File: src/lpts_pkg.sv
`timescale 1ns / 1ps
// ----------------------------------------------------------------------------
// lpts_pkg: shared types for the LRU page tag store
// Request and response payloads, operation codes and the slot update command.
// ----------------------------------------------------------------------------
package lpts_pkg;

  localparam int PAGE_W = 32;
  localparam int KIND_W = 2;
  localparam int CFG_W  = 5;
  localparam int OCC_W  = 5;

  localparam logic [CFG_W-1:0] CAP_RESET = 5'd16;

  typedef enum logic [KIND_W-1:0] {
    KIND_LOAD  = 2'd0,
    KIND_SAVE  = 2'd1,
    KIND_EVICT = 2'd2,
    KIND_QUERY = 2'd3
  } kind_t;

  typedef struct packed {
    logic [KIND_W-1:0] kind;
    logic [PAGE_W-1:0] page_id;
  } req_t;

  typedef struct packed {
    logic              hit;
    logic              fetch_needed;
    logic              write_back;
    logic              victim_valid;
    logic [PAGE_W-1:0] victim_id;
    logic [OCC_W-1:0]  occupancy;
  } rsp_t;

  // What the slot array does with the request that advances.
  typedef struct packed {
    logic touch;      // load/save hit: make hit slot most recent
    logic drop;       // evict hit: remove hit slot
    logic insert;     // load/save miss: fill free slot as most recent
    logic evict_lru;  // insertion pushes out the least recent slot
  } upd_t;

endpackage

File: src/lru_page_tag_store.sv
`timescale 1ns / 1ps
// ----------------------------------------------------------------------------
// lru_page_tag_store: fully associative page tag store, LRU replacement
// Request channel (req_valid/req_ready/req) carries an operation and a page
// id; the response channel (rsp_valid/rsp_ready/rsp) returns one transfer per
// request, in order. cfg_wen/cfg_wdata write the capacity register.
//
// A request transferred into the request register moves on to the response
// register when that register is free or draining. Throughput is one request
// per cycle while the receiver does not stall, set by the combinational tag
// compare and age update that sit between the request and response registers.
//
// Reset clears all valid bits, ages and occupancy and sets capacity to 16;
// no clearing sweep is needed. When the receiver stalls, the response
// register holds its transfer and the request register holds one more
// request; req_ready drops only when both are occupied.
// Write capacity only while no request is in flight.
// ----------------------------------------------------------------------------
module lru_page_tag_store #(
  parameter int ENTRIES  = 16,
  parameter int ID_WIDTH = 32
) (
  input  logic                       clk,
  input  logic                       rst,
  input  logic                       req_valid,
  output logic                       req_ready,
  input  lpts_pkg::req_t             req,
  output logic                       rsp_valid,
  input  logic                       rsp_ready,
  output lpts_pkg::rsp_t             rsp,
  input  logic                       cfg_wen,
  input  logic [lpts_pkg::CFG_W-1:0] cfg_wdata
);
  import lpts_pkg::*;

  localparam int AW = $clog2(ENTRIES);
  localparam int CW = $clog2(ENTRIES + 1);

  logic [CFG_W-1:0]    capacity;
  req_t                pend;
  logic                pend_valid;
  logic                advance;

  logic                slot_valid [ENTRIES];
  logic [ID_WIDTH-1:0] slot_page  [ENTRIES];
  logic [AW-1:0]       slot_age   [ENTRIES];
  logic [CW-1:0]       count;
  logic [CW-1:0]       count_next;
  logic [ENTRIES-1:0]  hit_sel;
  logic [ENTRIES-1:0]  victim_sel;
  logic [ENTRIES-1:0]  free_sel;
  logic [AW-1:0]       hit_age;
  upd_t                upd;
  rsp_t                rsp_next;

  // Advance the held request when the response register is free or draining.
  assign advance   = pend_valid && (!rsp_valid || rsp_ready);
  assign req_ready = !pend_valid || advance;

  always_ff @(posedge clk) begin
    if (rst) begin
      capacity <= CAP_RESET;
    end else if (cfg_wen) begin
      capacity <= cfg_wdata;
    end
  end

  // Request register.
  always_ff @(posedge clk) begin
    if (rst) begin
      pend_valid <= 1'b0;
    end else if (req_ready) begin
      pend_valid <= req_valid;
    end
  end

  always_ff @(posedge clk) begin
    if (req_valid && req_ready) begin
      pend <= req;
    end
  end

  lpts_lookup #(
    .ENTRIES  (ENTRIES),
    .ID_WIDTH (ID_WIDTH),
    .AW       (AW),
    .CW       (CW)
  ) u_lookup (
    .req        (pend),
    .capacity   (capacity),
    .slot_valid (slot_valid),
    .slot_page  (slot_page),
    .slot_age   (slot_age),
    .count      (count),
    .hit_sel    (hit_sel),
    .victim_sel (victim_sel),
    .free_sel   (free_sel),
    .hit_age    (hit_age),
    .count_next (count_next),
    .upd        (upd),
    .rsp        (rsp_next)
  );

  // State changes only when the request moves on to the response register.
  lpts_slots #(
    .ENTRIES  (ENTRIES),
    .ID_WIDTH (ID_WIDTH),
    .AW       (AW),
    .CW       (CW)
  ) u_slots (
    .clk        (clk),
    .rst        (rst),
    .en         (advance),
    .upd        (upd),
    .id         (pend.page_id[ID_WIDTH-1:0]),
    .hit_sel    (hit_sel),
    .victim_sel (victim_sel),
    .free_sel   (free_sel),
    .hit_age    (hit_age),
    .count_next (count_next),
    .slot_valid (slot_valid),
    .slot_page  (slot_page),
    .slot_age   (slot_age),
    .count      (count)
  );

  // Response register: hold while stalled, refill on advance.
  always_ff @(posedge clk) begin
    if (rst) begin
      rsp_valid <= 1'b0;
    end else if (advance) begin
      rsp_valid <= 1'b1;
    end else if (rsp_ready) begin
      rsp_valid <= 1'b0;
    end
  end

  always_ff @(posedge clk) begin
    if (advance) begin
      rsp <= rsp_next;
    end
  end

endmodule

File: src/lpts_lookup.sv
`timescale 1ns / 1ps
// ----------------------------------------------------------------------------
// lpts_lookup: parallel tag compare and replacement decision
// Compares the request against every slot, picks victim and free slot and
// forms the response and the update command.
// ----------------------------------------------------------------------------
module lpts_lookup #(
  parameter int ENTRIES  = 16,
  parameter int ID_WIDTH = 32,
  parameter int AW       = $clog2(ENTRIES),
  parameter int CW       = $clog2(ENTRIES + 1)
) (
  input  lpts_pkg::req_t               req,
  input  logic [lpts_pkg::CFG_W-1:0]   capacity,
  input  logic                         slot_valid [ENTRIES],
  input  logic [ID_WIDTH-1:0]          slot_page  [ENTRIES],
  input  logic [AW-1:0]                slot_age   [ENTRIES],
  input  logic [CW-1:0]                count,
  output logic [ENTRIES-1:0]           hit_sel,
  output logic [ENTRIES-1:0]           victim_sel,
  output logic [ENTRIES-1:0]           free_sel,
  output logic [AW-1:0]                hit_age,
  output logic [CW-1:0]                count_next,
  output lpts_pkg::upd_t               upd,
  output lpts_pkg::rsp_t               rsp
);
  import lpts_pkg::*;

  localparam int CMPW = ((CW > CFG_W) ? CW : CFG_W) + 1;

  logic [ID_WIDTH-1:0] id;
  logic [ID_WIDTH-1:0] victim_page;
  logic [CMPW-1:0]     cap_eff;
  logic [CMPW-1:0]     cap_ext;
  logic [CW-1:0]       count_m1;
  logic [ENTRIES-1:0]  lru_vec;
  logic [ENTRIES-1:0]  empty_vec;
  logic [ENTRIES-1:0]  free_cand;
  logic                hit;
  logic                is_fill;
  logic                full;

  assign id       = req.page_id[ID_WIDTH-1:0];
  assign count_m1 = count - CW'(1);
  assign cap_ext  = CMPW'(capacity);

  // Clamp capacity into 1..ENTRIES.
  always_comb begin
    if (capacity == '0) begin
      cap_eff = CMPW'(1);
    end else if (cap_ext > CMPW'(ENTRIES)) begin
      cap_eff = CMPW'(ENTRIES);
    end else begin
      cap_eff = cap_ext;
    end
  end

  // Valid ages are distinct 0..count-1, so the least recent has age count-1.
  always_comb begin
    hit_age     = '0;
    victim_page = '0;
    for (int i = 0; i < ENTRIES; i++) begin
      hit_sel[i]   = slot_valid[i] && (slot_page[i] == id);
      lru_vec[i]   = slot_valid[i] && (slot_age[i] == AW'(count_m1));
      empty_vec[i] = !slot_valid[i];
      if (hit_sel[i]) begin
        hit_age = hit_age | slot_age[i];
      end
      if (lru_vec[i]) begin
        victim_page = victim_page | slot_page[i];
      end
    end
  end

  assign hit     = |hit_sel;
  assign is_fill = ((req.kind == KIND_LOAD) || (req.kind == KIND_SAVE)) && !hit;
  assign full    = CMPW'(count) >= cap_eff;

  assign upd.touch     = ((req.kind == KIND_LOAD) || (req.kind == KIND_SAVE)) && hit;
  assign upd.drop      = (req.kind == KIND_EVICT) && hit;
  assign upd.insert    = is_fill;
  assign upd.evict_lru = is_fill && full;

  assign victim_sel = upd.evict_lru ? lru_vec : '0;

  // Lowest free slot, counting the victim as free.
  assign free_cand = victim_sel | empty_vec;
  assign free_sel  = free_cand & (~free_cand + ENTRIES'(1));

  always_comb begin
    count_next = count;
    if (upd.insert && !upd.evict_lru) begin
      count_next = count + CW'(1);
    end else if (upd.drop) begin
      count_next = count_m1;
    end
  end

  assign rsp.hit          = hit;
  assign rsp.fetch_needed = (req.kind == KIND_LOAD) && !hit;
  assign rsp.write_back   = (req.kind == KIND_SAVE);
  assign rsp.victim_valid = upd.evict_lru;
  assign rsp.victim_id    = upd.evict_lru ? PAGE_W'(victim_page) : '0;
  assign rsp.occupancy    = OCC_W'(count_next);

endmodule

File: src/lpts_slots.sv
`timescale 1ns / 1ps
// ----------------------------------------------------------------------------
// lpts_slots: slot tags, valid bits, recency ages and occupancy
// Applies one update command per advancing request.
// ----------------------------------------------------------------------------
module lpts_slots #(
  parameter int ENTRIES  = 16,
  parameter int ID_WIDTH = 32,
  parameter int AW       = $clog2(ENTRIES),
  parameter int CW       = $clog2(ENTRIES + 1)
) (
  input  logic                clk,
  input  logic                rst,
  input  logic                en,
  input  lpts_pkg::upd_t      upd,
  input  logic [ID_WIDTH-1:0] id,
  input  logic [ENTRIES-1:0]  hit_sel,
  input  logic [ENTRIES-1:0]  victim_sel,
  input  logic [ENTRIES-1:0]  free_sel,
  input  logic [AW-1:0]       hit_age,
  input  logic [CW-1:0]       count_next,
  output logic                slot_valid [ENTRIES],
  output logic [ID_WIDTH-1:0] slot_page  [ENTRIES],
  output logic [AW-1:0]       slot_age   [ENTRIES],
  output logic [CW-1:0]       count
);
  import lpts_pkg::*;

  always_ff @(posedge clk) begin
    if (rst) begin
      count <= '0;
      for (int i = 0; i < ENTRIES; i++) begin
        slot_valid[i] <= 1'b0;
        slot_age[i]   <= '0;
      end
    end else if (en) begin
      count <= count_next;
      for (int i = 0; i < ENTRIES; i++) begin
        if (upd.touch) begin
          if (hit_sel[i]) begin
            slot_age[i] <= '0;
          end else if (slot_valid[i] && (slot_age[i] < hit_age)) begin
            slot_age[i] <= slot_age[i] + AW'(1);
          end
        end else if (upd.drop) begin
          if (hit_sel[i]) begin
            slot_valid[i] <= 1'b0;
          end else if (slot_valid[i] && (slot_age[i] > hit_age)) begin
            slot_age[i] <= slot_age[i] - AW'(1);
          end
        end else if (upd.insert) begin
          if (free_sel[i]) begin
            slot_valid[i] <= 1'b1;
            slot_age[i]   <= '0;
          end else if (victim_sel[i]) begin
            slot_valid[i] <= 1'b0;
          end else if (slot_valid[i]) begin
            slot_age[i] <= slot_age[i] + AW'(1);
          end
        end
      end
    end
  end

  // Tags carry no reset: only valid slots are ever compared.
  always_ff @(posedge clk) begin
    if (en && upd.insert) begin
      for (int i = 0; i < ENTRIES; i++) begin
        if (free_sel[i]) begin
          slot_page[i] <= id;
        end
      end
    end
  end

endmodule

File: config.mk
export PLATFORM = sky130hd
export DESIGN_NAME = lru_page_tag_store
export DESIGN_NICKNAME = d
export VERILOG_FILES = /design/src/lpts_pkg.sv /design/src/lru_page_tag_store.sv /design/src/lpts_lookup.sv /design/src/lpts_slots.sv
export SDC_FILE = /design/constraint.sdc
export NUM_CORES = 2
export LEC_CHECK = 0
export BUFFER_PORTS_ARGS = -buffer_cell sky130_fd_sc_hd__buf_2
export CORE_ASPECT_RATIO = 0.9
export CORE_MARGIN = 4
export CORE_UTILIZATION = 30
export CTS_BUF_LIST = sky130_fd_sc_hd__clkbuf_16
export DETAILED_ROUTE_END_ITERATION = 12
export GPL_TIMING_DRIVEN = 1
export MAX_ROUTING_LAYER = met4
export PLACE_DENSITY = 0.42
export SETUP_SLACK_MARGIN = 0.05
export SLEW_MARGIN = 20
export SYNTH_ARGS = -nofsm -noshare
export SYNTH_HDL_FRONTEND = slang
export SYNTH_HIERARCHICAL = 1
export SYNTH_SLANG_ARGS = --single-unit
File: constraint.sdc
create_clock -name clk -period 13.35 [get_ports clk]
set_input_delay 2.67 -clock clk [delete_from_list [all_inputs] [get_ports clk]]
set_output_delay 2.67 -clock clk [all_outputs]
set_load 0.01 [all_outputs]
==> flow_summary_export.csv <==
group,metric,value,unit
run_status,status,"finished, final reports clean",
sta,final_worst_path_period_need,6.78,ns
synth,yosysWarnings,6,
critical_path,worst_r2r_startpoint,"pend[28]",
cells_and_area,drive_gt1_share,12.6,%
sta,grt_setup_unrepaired,"no",
cells_and_area,p_r_area_growth_vs_syn,14.4,%
clock_tree,clock_tree.buffer_depth,3,
routing,detailed_route_wl,179,mm
floorplan,rows,122,
min_path,hold_path.class,"flop to flop",
clock_tree,cts_buffers,84,
global_route,via_count_of_the_first_global_routing_pass,28419,
critical_path,critPathRequiredTime,13.64,ns
power_and_ir_drop,power.switching_fraction,25.1,%
power_and_ir_drop,power_leakage,0.0149,uW
floorplan,core_area,123000,um^2
power_and_ir_drop,netSwitchingPower,1260,uW
cells_and_area,layout.cells.most_common,"edfxtp_1",
power_and_ir_drop,share_comb_of_total_power,6.6,%
cells_and_area,layout.nets,3449,
sta,fin_skew,0.0256,ns
sta,period_share,50.8,%
critical_path,endpoint_kind,"flop",
global_route,grt_max_degree,86,
min_path,worst_hold_startpoint,"pend_valid",
routing,detail_route.iter0.violations,4424,
floorplan,start_util,30.3,%
clock_tree,clk_pin_slew_worst_paths,0.06,ns
routing,average_routed_wire_per_standard_cell,35.8,um
min_path,hold_path_end,"rsp_valid",
global_route,overflow,0,
power_and_ir_drop,p_int,3770,uW
critical_path,ff2ff_setup_slack,6.57,ns
cells_and_area,finish.instance_area,42800,um^2
sta,slew_violations,0,
global_route,number_of_antenna_violations_at_the_first_check_in_global_routing,5,
critical_path,critical_path.max_fanout,32,
floorplan,chipHeight,343,um
global_route,overall_track_demand_over_capacity_in_global_routing,27.2,%
power_and_ir_drop,ir_drop,98.2,uV
power_and_ir_drop,seqPwrFrac,46.6,%
synth,syn_inst,3215,
sta,worstMarginPinSlew,1.23,ns
place,numPortBuffers,86,
critical_path,rr_endpoint,"u_slots/slot_page[142]",
routing,drt_drc_violations_left,0,
sta,max_slew_margin,17.5,%
routing,vias,30318,
place,placed_cell_areas,39900,um^2
sta,fmax,148,MHz
power_and_ir_drop,power_per_cell_area,118,nW/um^2
sta,setup_viol,0,
sta,report.final.hold_viol_count,0,
place,place_hpwl,122,mm
min_path,min_path_cells,2,
clock_tree,cts.hold.buffers_added,0,
clock_tree,clock_tree.htree_level_count,3,
clock_tree,tritoncts,"done",
floorplan,dieArea,130000,um^2
cells_and_area,layout.core_utilization,34.7,%
flow_run,timing.max_cap.violations,0,
synth,synthesized_netlist_net_count,3362,
clock_tree,clock_insertion_delay_worst_skew,0.67,ns
critical_path,critPathArrivalTime,7.06,ns
synth,area_of_the_mapped_netlist,37400,um^2
clock_tree,ctsResizeCount,0,
cells_and_area,most-common-layout-cells,"edfxtp_1, xor2_1, a22oi_1, nand3_1",
routing,antenna_violation_net_count_after_detailed_routing,0,
critical_path,start_kind,"flop",
clock_tree,clockRootBuffer,"clkbuf_16",
place,gpl.final_weighted_congestion,0.974,
clock_tree,post_cts.repair.setup_buffers,0,
routing,drt-vias-per-instance,6.08,
routing,drt-pass1-iter-count,6,
synth,synth.avg_cell_area,11.6,um^2
floorplan,die_width,380,um
sta,fin_worst_hold_slack,0.461,ns
global_route,first_pass_grt_wire_length,243,mm
power_and_ir_drop,power.clock.fraction,46.9,%
critical_path,setup.worst_path.class,"flop to flop",
critical_path,r2r.worst_path.cells,15,
clock_tree,tritoncts_num_sinks,679,
floorplan,design.portCount,87,
sta,setup-tns-final,0,ns
==> critical path, cell delays in order (launching register included) <==
cell      delay (ns)
edfxtp_1        0.33
buf_4           0.40
xor2_1          0.24
nor4_1          0.99
nand4_1         0.39
nor3_1          0.30
buf_4           0.27
nor4_1          0.09
and4_1          0.19
buf_4           0.25
nand2_2         0.50
buf_4           0.50
a21oi_1         0.08
a211oi_1        0.91
and3_2          0.35
buf_4           0.54
==> flip-flops by register name, indices dropped and copies added (netlist names) <==
| name | cells |
|---|---|
| u_slots/slot_valid | 16 |
| u_slots/count | 5 |
| capacity | 5 |
| rsp_valid | 1 |
| pend_valid | 1 |
| rsp | 41 |
| u_slots/slot_page | 512 |
| pend | 34 |
| u_slots/slot_age | 64 |
==> power by group through the flow <==
stage / combinational (uW) / clock (uW) / sequential [uW]
after floorplan: 158 / 0 / 2390
after global placement: 320 / 0 / 2390
after detailed placement: 320 / 0 / 2390
after CTS: 321 / 2400 / 2340
after global routing: 338 / 2490 / 2340
final: 330 / 2360 / 2340
==> layer usage <==
metal	vias to the layer above	track usage, %	part of all wire, %
met3	234	4.38	9.9
li1	12474	-	-
met5	-	-	0
met4	0	6.46	2.7
met2	1911	38.9	42
met1	15699	40.1	45
==> stage by stage <==
stage | setup slack (ns) | cells | power (uW)
global route | 6.47 | 4986 | 5170
floorplan | 7.34 | 3215 | 2550
CTS | 6.56 | 4985 | 5060
detailed placement | 6.60 | 4828 | 2710
finish | 6.57 | 4986 | 5030
global placement | 6.23 | 4826 | 2710
==> final cells by class <==
class / count / area (um^2)
Multi-Input combinational cell: 2263 / 16900
Clock buffer: 87 / 2180
Tap cell: 1612 / 2020
Timing Repair Buffer: 203 / 1330
Clock inverter: 70 / 616
Inverter: 71 / 267
Fill cell: 12205 / 80600
Sequential cell: 679 / 19500
Antenna cell: 1 / 2.50
==> worst max-delay path by stage <==
stage	startpoint	to	slack, ns	depth (start not counted)
finish	pend[28]	u_slots/slot_page[142]	6.57	15
detailed placement	pend[28]	u_slots/slot_page[105]	6.60	15
global route	pend[28]	u_slots/slot_page[142]	6.47	15
CTS	pend[28]	u_slots/slot_page[110]	6.56	15
global placement	pend[26]	u_slots/slot_page[105]	6.23	15
floorplan	rsp_ready	u_slots/slot_page[0]	7.34	6
Power figures use the tool's default switching activity.
